## src/hw/rtl/ppc_pkg.sv

```systemverilog
package ppc_pkg;

    localparam int MAX_VERTICES = 64;
    localparam int COORD_BITS   = 16;
    localparam int ADDR_W       = $clog2(MAX_VERTICES);
    localparam int CNT_W        = ADDR_W + 1;
    localparam int DIFF_W       = COORD_BITS + 1;
    localparam int PROD_W       = 2 * DIFF_W;

    localparam logic [1:0] CLS_VERTEX  = 2'd0;
    localparam logic [1:0] CLS_EDGE    = 2'd1;
    localparam logic [1:0] CLS_INSIDE  = 2'd2;
    localparam logic [1:0] CLS_OUTSIDE = 2'd3;

    localparam logic OP_WRITE = 1'b0;
    localparam logic OP_QUERY = 1'b1;

    typedef enum logic [6:0] {
        S_IDLE  = 7'b0000001,
        S_FIRST = 7'b0000010,
        S_EDGE  = 7'b0000100,
        S_MUL1  = 7'b0001000,
        S_MUL2  = 7'b0010000,
        S_CMP   = 7'b0100000,
        S_DONE  = 7'b1000000
    } t_state;

    typedef struct packed {
        logic                         wr_en;
        logic [ADDR_W-1:0]            wr_addr;
        logic signed [COORD_BITS-1:0] wr_x;
        logic signed [COORD_BITS-1:0] wr_y;
        logic                         rd_en;
        logic [ADDR_W-1:0]            rd_addr;
    } t_mem_req;

endpackage

```

## src/hw/rtl/ppc_vtx_mem.sv

```systemverilog
module ppc_vtx_mem (
    input  logic                                   i_clk,
    input  ppc_pkg::t_mem_req                      i_req,
    output logic signed [ppc_pkg::COORD_BITS-1:0]  o_rd_x,
    output logic signed [ppc_pkg::COORD_BITS-1:0]  o_rd_y
);

    logic [2*ppc_pkg::COORD_BITS-1:0] r_mem [ppc_pkg::MAX_VERTICES];
    logic [2*ppc_pkg::COORD_BITS-1:0] r_rd;

    always_ff @(posedge i_clk) begin
        if (i_req.wr_en) begin
            r_mem[i_req.wr_addr] <= {i_req.wr_x, i_req.wr_y};
        end
        if (i_req.rd_en) begin
            r_rd <= r_mem[i_req.rd_addr];
        end
    end

    assign o_rd_x = r_rd[2*ppc_pkg::COORD_BITS-1:ppc_pkg::COORD_BITS];
    assign o_rd_y = r_rd[ppc_pkg::COORD_BITS-1:0];

endmodule

```

## src/hw/rtl/polygon_point_classifier.sv

```systemverilog
// Write request: stored straight from idle, no result. n = vertex_count, at most 64.
// Query: a contact pass (one vertex read per edge), then a crossing pass in which each
// straddling edge also goes through S_MUL1, S_MUL2 and S_CMP (two 17x17 multiplies, compare).
// o_valid rises after the crossing pass (sooner on a contact; when n < 3 the query goes
// straight to S_DONE); input stalls until the result register takes it. One query in flight.
// Reset (synchronous, active low) clears vertex_count and control; table undefined.
module polygon_point_classifier (
    input  logic                                  i_clk,
    input  logic                                  i_rst_n,
    input  logic                                  i_cfg_wr_en,
    input  logic [ppc_pkg::CNT_W-1:0]             i_cfg_wr_data,
    input  logic                                  i_valid,
    output logic                                  o_stall,
    input  logic                                  i_op,
    input  logic [ppc_pkg::ADDR_W-1:0]            i_vertex_index,
    input  logic signed [ppc_pkg::COORD_BITS-1:0] i_x_coord,
    input  logic signed [ppc_pkg::COORD_BITS-1:0] i_y_coord,
    output logic                                  o_valid,
    input  logic                                  i_stall,
    output logic [1:0]                            o_point_class,
    output logic [ppc_pkg::ADDR_W-1:0]            o_edge_index
);

    localparam int CW = ppc_pkg::COORD_BITS;
    localparam int DW = ppc_pkg::DIFF_W;
    localparam int PW = ppc_pkg::PROD_W;
    localparam int KW = ppc_pkg::CNT_W;
    localparam int AW = ppc_pkg::ADDR_W;
    localparam logic [KW-1:0] MAXN = KW'(ppc_pkg::MAX_VERTICES);

    ppc_pkg::t_state   r_state, n_state;
    ppc_pkg::t_mem_req w_req;
    logic [KW-1:0]     r_cnt;
    logic [KW-1:0]     r_k, n_k;
    logic              r_pass, n_pass;
    logic              r_par, n_par;
    logic signed [CW-1:0] r_qx, r_qy, r_px, r_py, n_px, n_py;
    logic [1:0]        r_cls, n_cls;
    logic [AW-1:0]     r_edge, n_edge;
    logic              r_ovalid, n_ovalid;
    logic [1:0]        r_ocls, n_ocls;
    logic [AW-1:0]     r_oedge, n_oedge;
    logic [DW-1:0]     r_mdx, r_mry, r_md, r_m;
    logic              r_neg, r_force, r_fval;
    logic [PW-1:0]     r_p1, r_p2;
    logic signed [CW-1:0] w_cx, w_cy;
    logic [KW-1:0]     w_n, w_k1;
    logic signed [DW-1:0] w_dx, w_ry, w_dy, w_t;
    logic signed [DW:0]   w_m;
    logic              w_hit, w_atv, w_strad, w_neg, w_cross, w_adv;

    ppc_vtx_mem u_mem (
        .i_clk  (i_clk),
        .i_req  (w_req),
        .o_rd_x (w_cx),
        .o_rd_y (w_cy)
    );

    function automatic logic f_between(logic signed [CW-1:0] v, logic signed [CW-1:0] a,
                                       logic signed [CW-1:0] b);
        return (a <= b) ? (a <= v && v <= b) : (b <= v && v <= a);
    endfunction

    function automatic logic [DW-1:0] f_mag(logic signed [DW-1:0] v);
        return v[DW-1] ? DW'(-v) : DW'(v);
    endfunction

    assign w_n  = (r_cnt > MAXN) ? MAXN : r_cnt;
    assign w_k1 = r_k + KW'(1);
    assign w_dx = DW'(w_cx) - DW'(r_px);
    assign w_dy = DW'(w_cy) - DW'(r_py);
    assign w_ry = DW'(r_qy) - DW'(r_py);
    assign w_t  = DW'(r_qx) - DW'(r_px);
    assign w_neg = ((w_dx < 0) != (w_ry < 0)) != (w_dy < 0);
    assign w_m  = w_neg ? ((DW+1)'(1) - (DW+1)'(w_t)) : (DW+1)'(w_t);
    assign w_strad = (r_py > r_qy) != (w_cy > r_qy);
    assign w_hit = (r_py == w_cy) ? (r_qy == r_py && f_between(r_qx, r_px, w_cx)) :
                   (r_px == w_cx) ? (r_qx == r_px && f_between(r_qy, r_py, w_cy)) : 1'b0;
    assign w_atv = (r_qx == r_px && r_qy == r_py) || (r_qx == w_cx && r_qy == w_cy);
    assign w_cross = r_force ? r_fval : (r_neg ? (r_p2 > r_p1) : (r_p2 <= r_p1));

    assign o_stall       = (r_state != ppc_pkg::S_IDLE);
    assign o_valid       = r_ovalid;
    assign o_point_class = r_ocls;
    assign o_edge_index  = r_oedge;

    always_comb begin
        n_state  = r_state;
        n_k      = r_k;
        n_pass   = r_pass;
        n_par    = r_par;
        n_px     = r_px;
        n_py     = r_py;
        n_cls    = r_cls;
        n_edge   = r_edge;
        n_ovalid = r_ovalid && i_stall;
        n_ocls   = r_ocls;
        n_oedge  = r_oedge;
        w_adv    = 1'b0;
        w_req.wr_en   = 1'b0;
        w_req.wr_addr = i_vertex_index;
        w_req.wr_x    = i_x_coord;
        w_req.wr_y    = i_y_coord;
        w_req.rd_en   = 1'b0;
        w_req.rd_addr = '0;
        unique case (r_state)
            ppc_pkg::S_IDLE: begin
                if (i_valid) begin
                    if (i_op == ppc_pkg::OP_WRITE) begin
                        w_req.wr_en = 1'b1;
                    end else begin
                        n_cls  = ppc_pkg::CLS_OUTSIDE;
                        n_edge = '0;
                        n_pass = 1'b0;
                        n_par  = 1'b0;
                        if (w_n < KW'(3)) begin
                            n_state = ppc_pkg::S_DONE;
                        end else begin
                            w_req.rd_en = 1'b1;
                            n_state = ppc_pkg::S_FIRST;
                        end
                    end
                end
            end
            ppc_pkg::S_FIRST: begin
                n_px = w_cx;
                n_py = w_cy;
                n_k  = KW'(1);
                w_req.rd_en   = 1'b1;
                w_req.rd_addr = AW'(1);
                n_state = ppc_pkg::S_EDGE;
            end
            ppc_pkg::S_EDGE: begin
                if (!r_pass) begin
                    if (w_hit) begin
                        n_cls   = w_atv ? ppc_pkg::CLS_VERTEX : ppc_pkg::CLS_EDGE;
                        n_edge  = AW'(r_k - KW'(1));
                        n_state = ppc_pkg::S_DONE;
                    end else begin
                        w_adv = 1'b1;
                    end
                end else if (w_strad) begin
                    n_state = ppc_pkg::S_MUL1;
                end else begin
                    w_adv = 1'b1;
                end
            end
            ppc_pkg::S_MUL1: n_state = ppc_pkg::S_MUL2;
            ppc_pkg::S_MUL2: n_state = ppc_pkg::S_CMP;
            ppc_pkg::S_CMP: begin
                if (w_cross) begin
                    n_par = !r_par;
                end
                w_adv = 1'b1;
            end
            ppc_pkg::S_DONE: begin
                if (!r_ovalid || !i_stall) begin
                    n_ovalid = 1'b1;
                    n_ocls   = r_cls;
                    n_oedge  = r_edge;
                    n_state  = ppc_pkg::S_IDLE;
                end
            end
            default: n_state = ppc_pkg::S_IDLE;
        endcase
        if (w_adv) begin
            if (r_k == w_n) begin
                if (!r_pass) begin
                    n_pass = 1'b1;
                    w_req.rd_en   = 1'b1;
                    w_req.rd_addr = '0;
                    n_state = ppc_pkg::S_FIRST;
                end else begin
                    n_cls   = n_par ? ppc_pkg::CLS_INSIDE : ppc_pkg::CLS_OUTSIDE;
                    n_edge  = '0;
                    n_state = ppc_pkg::S_DONE;
                end
            end else begin
                n_k  = w_k1;
                n_px = w_cx;
                n_py = w_cy;
                w_req.rd_en   = 1'b1;
                w_req.rd_addr = (w_k1 == w_n) ? '0 : AW'(w_k1);
                n_state = ppc_pkg::S_EDGE;
            end
        end
    end

    always_ff @(posedge i_clk) begin
        if (!i_rst_n) begin
            r_state  <= ppc_pkg::S_IDLE;
            r_cnt    <= '0;
            r_ovalid <= 1'b0;
            r_k      <= '0;
            r_pass   <= 1'b0;
            r_par    <= 1'b0;
        end else begin
            r_state  <= n_state;
            r_ovalid <= n_ovalid;
            r_k      <= n_k;
            r_pass   <= n_pass;
            r_par    <= n_par;
            if (i_cfg_wr_en) begin
                r_cnt <= i_cfg_wr_data;
            end
        end
    end

    always_ff @(posedge i_clk) begin
        r_px    <= n_px;
        r_py    <= n_py;
        r_cls   <= n_cls;
        r_edge  <= n_edge;
        r_ocls  <= n_ocls;
        r_oedge <= n_oedge;
        if (r_state == ppc_pkg::S_IDLE && i_valid) begin
            r_qx <= i_x_coord;
            r_qy <= i_y_coord;
        end
        if (r_state == ppc_pkg::S_EDGE) begin
            r_mdx   <= f_mag(w_dx);
            r_mry   <= f_mag(w_ry);
            r_md    <= f_mag(w_dy);
            r_m     <= DW'(w_m);
            r_neg   <= w_neg;
            r_force <= w_neg ? (w_t > 0) : (w_t < 0);
            r_fval  <= !w_neg;
        end
        if (r_state == ppc_pkg::S_MUL1) begin
            r_p1 <= r_mdx * r_mry;
        end
        if (r_state == ppc_pkg::S_MUL2) begin
            r_p2 <= r_m * r_md;
        end
    end

endmodule
```

## config.mk

```make
export PLATFORM = sky130hd
export DESIGN_NAME = polygon_point_classifier
export DESIGN_NICKNAME = d
export VERILOG_FILES = /design/src/hw/rtl/ppc_pkg.sv /design/src/hw/rtl/ppc_vtx_mem.sv /design/src/hw/rtl/polygon_point_classifier.sv
export SDC_FILE = /design/constraint.sdc
export NUM_CORES = 2
export LEC_CHECK = 0
export BUFFER_PORTS_ARGS = -buffer_cell sky130_fd_sc_hd__clkbuf_2
export CAP_MARGIN = 20
export CORE_MARGIN = 4
export CORE_UTILIZATION = 30
export DETAILED_ROUTE_END_ITERATION = 10
export GPL_TIMING_DRIVEN = 0
export PLACE_DENSITY = 0.53
export REMOVE_ABC_BUFFERS = 1
export SLEW_MARGIN = 0
export SYNTH_ARGS = -nofsm -noshare
export SYNTH_HDL_FRONTEND = slang
export SYNTH_SLANG_ARGS = --single-unit
```

## constraint.sdc

```tcl
create_clock -name i_clk -period 9.2 [get_ports i_clk]
set_input_delay 1.38 -clock i_clk [delete_from_list [all_inputs] [get_ports i_clk]]
set_output_delay 1.38 -clock i_clk [all_outputs]
set_load 0.02 [all_outputs]
```

Word level (Yosys, flattened, before mapping)
Memories as Yosys holds them, arrays and structs flattened. A register that Yosys moved wholly into a read port is not among the register bits.
Index checks and enable logic that the tools add are counted.
Operators by class
  bitwise operators: 0
  equality and inequality tests: 25
  muxes and demuxes: 80
  shifts and indexed selects: 0
  reductions and logical operators: 18
  multipliers: 2
  div/mod/pow operators: 0
  $lt $le $gt $ge: 21
  $add $sub $neg: 10
Operators by type and width (number)
  $le A16 B16 Y1: 10
  $mux W16: 9
  $mux W7: 17
  $eq A16 B16 Y1: 6
  $lt A17 B1 Y1 const B: 4
  $mul A17 B17 Y34: 2
  $sub A16 B16 Y17: 4
  $neg A17 Y17: 3
  $pmux W7 S7: 1
  $mux W6: 8
  $gt A34 B34 Y1: 1
  $le A34 B34 Y1: 1
  $gt A16 B16 Y1: 2
  $mux W1: 32
  $gt A17 B1 Y1 const B: 1
  $mux W17: 1
  $sub A2 B17 Y17 const A: 1
  $eq A7 B7 Y1: 2
  $mux W2: 7
  $pmux W6 S2: 1
  $logic_and A1 B1 Y1: 10
  $ne A3 B3 Y1 const B: 3
  $ne A4 B4 Y1 const B: 2
  $add A7 B1 Y7 const B: 1
  19 further kinds: 27
Word-level totals
  latch bits: 0
  bits in writable memories: 2048
  register bits: 243
  ROM bits: 0
  input port bits: 51
  memories kept: 1
  output and inout port bits: 10
Memories
  u_mem.r_mem: words 64, bits a word 32, read ports 1, clocked after memory_dff 1, wr ports 1, line ppc_vtx_mem.sv:8  | logic [2*ppc_pkg::COORD_BITS-1:0] r_mem [ppc_pkg::MAX_VERTICES];

Depth between registers and ports, before layout
  depth in word-level cells: 12
  gate-level depth with buffers: 28
  mapped depth without buffers: 27

Hierarchy
From an unflattened synthesis, not the netlist that was laid out.
Unflattened totals
  cell total of the unflattened synthesis: 6896
  area, all modules: 112372.8 um2
Modules (own cells, without submodules)
  ppc_vtx_mem: area an instance 78835.6 um2, cells each 3324, times used 1
  polygon_point_classifier: area an instance 33537.2 um2, cells each 3572, times used 1

Worst setup path after synthesis
OpenSTA, ideal clock, no wires.
  path type: reg-to-reg
  start: reg r_mry[9]
  end: reg r_p1[31] (data pin)
  data arrival time: 6.090 ns
  data required time: 8.942 ns
  setup time: 0.258 ns
  stages on the path, launching flop included: 28
  setup slack: 2.853 ns
  cell sequence: edfxtp_1 > clkbuf_1 > clkbuf_1 > nand2_1 > fa_1 > inv_1 > fa_1 > inv_1 > fa_1 > inv_1 > fa_1 > fa_1 > inv_1 > fa_1 > inv_1 > ha_1 > a21o_1 > a21oi_1 > nand2_1 > o21ai_0 > o21ai_0 > o211ai_1 > o22ai_1 > o211a_1 > o21a_1 > o21ai_0 > nor2b_1 > xnor2_1
On the way
  cells in the longest elaborated chain, start to end: 1
RTL lines
  start, declared: line polygon_point_classifier.sv:43  | logic [DW-1:0] r_mdx, r_mry, r_md, r_m;
  start signal, assigned: line polygon_point_classifier.sv:222  | r_mry <= f_mag(w_ry);
  $mul A17 B17 Y34: line polygon_point_classifier.sv:230  | r_p1 <= r_mdx * r_mry;
  end signal, assigned: line polygon_point_classifier.sv:230
  end, declared: line polygon_point_classifier.sv:45  | logic [PW-1:0] r_p1, r_p2;
No other way between the ends.
A chain may end at the register's enable or synchronous reset.

Worst setup path in the final report
  start: reg r_qy[1]
  end: reg u_mem.r_rd[16] in the netlist's numbering, read port of u_mem.r_mem (data pin)
On the way
  cells in the longest elaborated chain, start to end: 10
  elaborated cells on any way between the ends: 20
  those cells by class: 6 x order compare; 2 x eq/ne; 8 x mux; 4 x reduce/logical
RTL lines
  start, declared: line polygon_point_classifier.sv:37  | logic signed [CW-1:0] r_qx, r_qy, r_px, r_py, n_px, n_py;
  start signal, assigned: line polygon_point_classifier.sv:218  | r_qy <= i_y_coord;
  $le A16 B16 Y1: line polygon_point_classifier.sv:61  | return (a <= b) ? (a <= v && v <= b) : (b <= v && v <= a);
  $logic_and A1 B1 Y1: line polygon_point_classifier.sv:61
  $mux W1: line polygon_point_classifier.sv:61
  $logic_and A1 B1 Y1: line polygon_point_classifier.sv:78  | (r_px == w_cx) ? (r_qx == r_px && f_between(r_qy, r_py, w_cy)) : 1'b0;
  $mux W1: line polygon_point_classifier.sv:78
  $mux W1: line polygon_point_classifier.sv:77  | assign w_hit = (r_py == w_cy) ? (r_qy == r_py && f_between(r_qx, r_px, w_cx)) :
  $mux W1: line polygon_point_classifier.sv:135  | if (w_hit) begin
  $mux W1 (*): line polygon_point_classifier.sv:134  | if (!r_pass) begin
  $pmux W1 S2 (*): line polygon_point_classifier.sv:106  | unique case (r_state)
  $mux W7 (*): line polygon_point_classifier.sv:166  | if (w_adv) begin
  end, declared: line ppc_vtx_mem.sv:9  | logic [2*ppc_pkg::COORD_BITS-1:0] r_rd;
Every way passes the cells marked *; elsewhere a longest branch is shown, timed or not.

==> impl_metrics.tcl <==
set metrics [dict create \
    status "finished clean" \
    chipWidth_um 620 \
    syn-cell-area_um2 112000 \
    synth_flop_cell "edfxtp_1" \
    drc 0 \
    grt_pass1_wl_um 468000 \
    cts.hold.buffers_added 0 \
    synth-seq-cells 2323 \
    drt-total-wl_um 324000 \
    cts.sinks 2323 \
    clock_latency_ns 0.95 \
    synth_cells 7782 \
    rows 224 \
    clockBufferDepth 4 \
    rrSetupSlack_ns 0.69 \
    clockRootBuffer "clkbuf_16" \
    p_total_mw 27.4 \
    io-pin-count 61 \
    setup-tns-final_ns 0 \
    vias 66500 \
    finalHoldViolCount 0 \
    r2r-start "r_qy[1]" \
    multiInputGateArea_um2 39700 \
    r2r-end "u_mem.r_rd[16]" \
    vias_per_cell 5.03 \
    cp.required_ns 9.74 \
    fp.dieH_um 620 \
    drtAntennaViolNets 0 \
    register_area_um2 69100 \
    dpl.hpwl_um 222000 \
    crit_type "reg -> reg" \
    rsz0062_at_grt "no" \
    slew_headroom_pct 15.6 \
    worstRegToRegCells 25 \
    post_cts_resized 0 \
    yosysWarnings 0 \
    post-route-min-period_ns 8.51 \
    drive_above_1_share_pct 11.5 \
    start_util_pct 30.1 \
    slew_violations 0 \
    leakage_nw 45.0 \
    cts_tree "yes" \
    grt_start_max_net_pins 66 \
    grt_antenna_before_repair 23 \
    synth_top_family_by_area "adder cells" \
    vdd_drop_max_uv 213 \
    powerDensity_nw_per_um2 210 \
    first_global_vias 67300 \
    layout.nets 8920 \
    drv_cap 0 \
    synthMuxAreaShare_pct 8.65 \
    async_flop_share_pct 0 \
    crit_arrival_ns 9.05 \
    overflow 0 \
    startpoint_type "register" \
    cts_buffers 238 \
    place.gp.congestion 0.830 \
    synth.avg_cell_area_um2 14.4 \
    yosys.area_share.adder_pct 12.0 \
    worstMarginPinSlew_ns 1.26 \
    crit_path_end_kind "register" \
    drt_iter0_markers 6351 \
    area_growth_pct 16.2 \
    setup_viol_count_final 0 \
    synth_edf_count 2259 \
    fin_crit_sh_pct 92.5 \
    core_area_um2 373000 \
    clock_skew_ns 0.154 \
    synthSimpleGateAreaFrac_pct 6.59 \
    grt.total_usage_pct 16.5 \
    wire_per_inst_um 24.5 \
    crit_start "r_qy[1]" \
    hold_path.class "reg -> reg" \
    io_buffers 60 \
    endpoint "u_mem.r_rd[16]" \
    post_cts_buffers 0 \
    yosysSeqAreaShare_pct 61.5 \
    fillers 35600 \
    dr.pass1.iters 5 \
    die_area_um2 384000 \
    path_max_fanout 15 \
    synth_compound_area_share_pct 5.96 \
    synth_cell_types 88 \
    clock.fmax_ghz 0.117 \
    synth-xor-area-share_pct 1.46 \
    htree_num_levels 4 \
    path_clk_slew_ns 0.07 \
]
## worst max-delay path: stages (launching register included)
cell	delay [ns]
edfxtp_1	0.48
ha_1	0.35
nor2b_1	0.15
o31a_1	0.25
o22a_1	0.22
a221oi_1	0.45
o21ai_1	0.30
xnor2_1	0.44
a31oi_2	0.32
a211oi_4	0.84
buf_8	0.24
buf_8	0.17
buf_8	0.20
buf_8	0.21
buf_8	0.20
buf_8	0.22
buf_16	0.17
buf_16	0.16
buf_8	0.20
buf_8	0.21
buf_8	0.21
mux2i_1	0.21
o22ai_1	0.09
o31ai_1	0.68
o21ai_1	0.56
or3_1	0.58
## how the worst min path moves through the flow
stage | start | depth (start not counted) | slack, ns | endpoint
3_5_place_dp | r_edge[0] | 0 | 0.43 | o_edge_index[0]
3_3_place_gp | r_edge[0] | 0 | 0.43 | o_edge_index[0]
4_1_cts | r_edge[0] | 0 | 0.45 | o_edge_index[0]
5_1_grt | r_edge[0] | 0 | 0.47 | o_edge_index[0]
2_1_floorplan | r_cls[0] | 0 | 0.41 | o_point_class[0]
6_report | r_edge[0] | 0 | 0.44 | o_edge_index[0]
## metal layers
layer / global-route usage, % / share of wire (%) / vias to the layer above / wire (um)
met3: 2.71 / 6.9 / 487 / 22500
met1: 22.5 / 43 / 34600 / 139000
met5: 0 / 0.021 / - / 69
met4: 4.68 / 3.1 / 10 / 9970
li1: - / - / 29100 / -
met2: 27.1 / 47 / 2282 / 152000
## cell usage in the layout, fill, tap and decap left out, types with 22 or more instances in the layout
cell type | Yosys | final
mux4_2 | 94 | 94
dfxtp_1 | 64 | 64
buf_16 | 0 | 50
xor2_1 | 66 | 66
clkinv_1 | 0 | 47
a21oi_1 | 258 | 257
buf_4 | 71 | 41
nor2_4 | 0 | 65
clkbuf_2 | 0 | 41
nand3_1 | 57 | 56
xnor2_1 | 119 | 119
a21o_1 | 55 | 53
clkinv_2 | 0 | 44
nand4_1 | 61 | 61
ha_1 | 356 | 356
o22ai_1 | 354 | 354
o41ai_1 | 39 | 32
or3_1 | 22 | 22
nor2b_1 | 34 | 34
fa_1 | 452 | 452
buf_12 | 0 | 84
and2_1 | 269 | 268
mux2i_1 | 721 | 721
buf_8 | 0 | 113
mux2_2 | 34 | 34
clkbuf_1 | 142 | 57
inv_1 | 703 | 701
nand2_1 | 697 | 697
o21ai_0 | 77 | 77
o31ai_1 | 48 | 46
clkbuf_16 | 0 | 239
nor4_1 | 53 | 42
edfxtp_1 | 2259 | 2259
nor3_1 | 50 | 47
nor2_1 | 198 | 133
## through the flow
stage | worst slack (ns) | utilization [%] | hold WS, ns | area [um^2] | cells
after floorplan | -45.85 | - | 0.408 | 111000 | 7452
after global placement | -77.24 | 31.5 | 0.425 | 117000 | 12500
after detailed placement | 0.760 | 33.0 | 0.431 | 123000 | 12800
after CTS | 0.694 | 35.0 | 0.446 | 130000 | 13200
after global routing | 0.324 | 35.0 | 0.470 | 131000 | 13200
final | 0.688 | 35.0 | 0.440 | 131000 | 13200
## cell families after synthesis
family / count (synthesis)
buffers and inverters: 1033
flip-flops: 2323
AO/OA/AOI/OAI: 1038
multiplexers: 849
adder cells (fa/ha/maj): 808
XOR/XNOR: 186
AND/OR/NAND/NOR: 1545
## sequential cells by signal, indices dropped and copies added (netlist names), 17 cells and up
name	cells
r_m	17
u_mem.r_rd	32
r_p2	34
r_mry	17
r_mdx	17
r_p1	34
r_md	17
u_mem.r_mem	2048
## report_power, final
group | internal (mW) | total, mW | switching, mW | leakage [nW]
clock network | 5.18 | 9.23 | 4.06 | 3.55
registers | 12.2 | 12.3 | 0.168 | 20.8
logic | 2.30 | 5.88 | 3.57 | 20.6
total | 19.6 | 27.4 | 7.79 | 45.0
## cell type report
class / count / share of cell area, %
Clock inverter: 134 / 0.848
Sequential cell: 2323 / 52.9
Tap cell: 4972 / 4.77
Inverter: 703 / 2.02
Timing Repair Buffer: 369 / 4.27
Multi-Input combinational cell: 4426 / 30.4
Antenna cell: 3 / 0.00575
Clock buffer: 296 / 4.75
## synthesized netlist by cell type, types with 22 or more instances
cell type / instances / area share, %
edfxtp_1: 2259 / 60
mux2i_1: 721 / 6.4
inv_1: 703 / 2.3
nand2_1: 697 / 2.3
fa_1: 452 / 8.1
ha_1: 356 / 4.0
o22ai_1: 354 / 2.0
and2_1: 269 / 1.5
a21oi_1: 258 / 1.1
nor2_1: 198 / 0.66
clkbuf_1: 142 / 0.47
xnor2_1: 119 / 0.93
mux4_2: 94 / 1.9
buf_2: 90 / 0.40
o21ai_0: 77 / 0.34
buf_4: 71 / 0.47
xor2_1: 66 / 0.51
dfxtp_1: 64 / 1.1
nand4_1: 61 / 0.34
nand3_1: 57 / 0.25
a21o_1: 55 / 0.37
nor4_1: 53 / 0.30
nor3_1: 50 / 0.22
o31ai_1: 48 / 0.32
o41ai_1: 39 / 0.30
mux2_2: 34 / 0.34
nor2b_1: 34 / 0.19
or3_1: 22 / 0.12
Power figures use the tool's default switching activity.
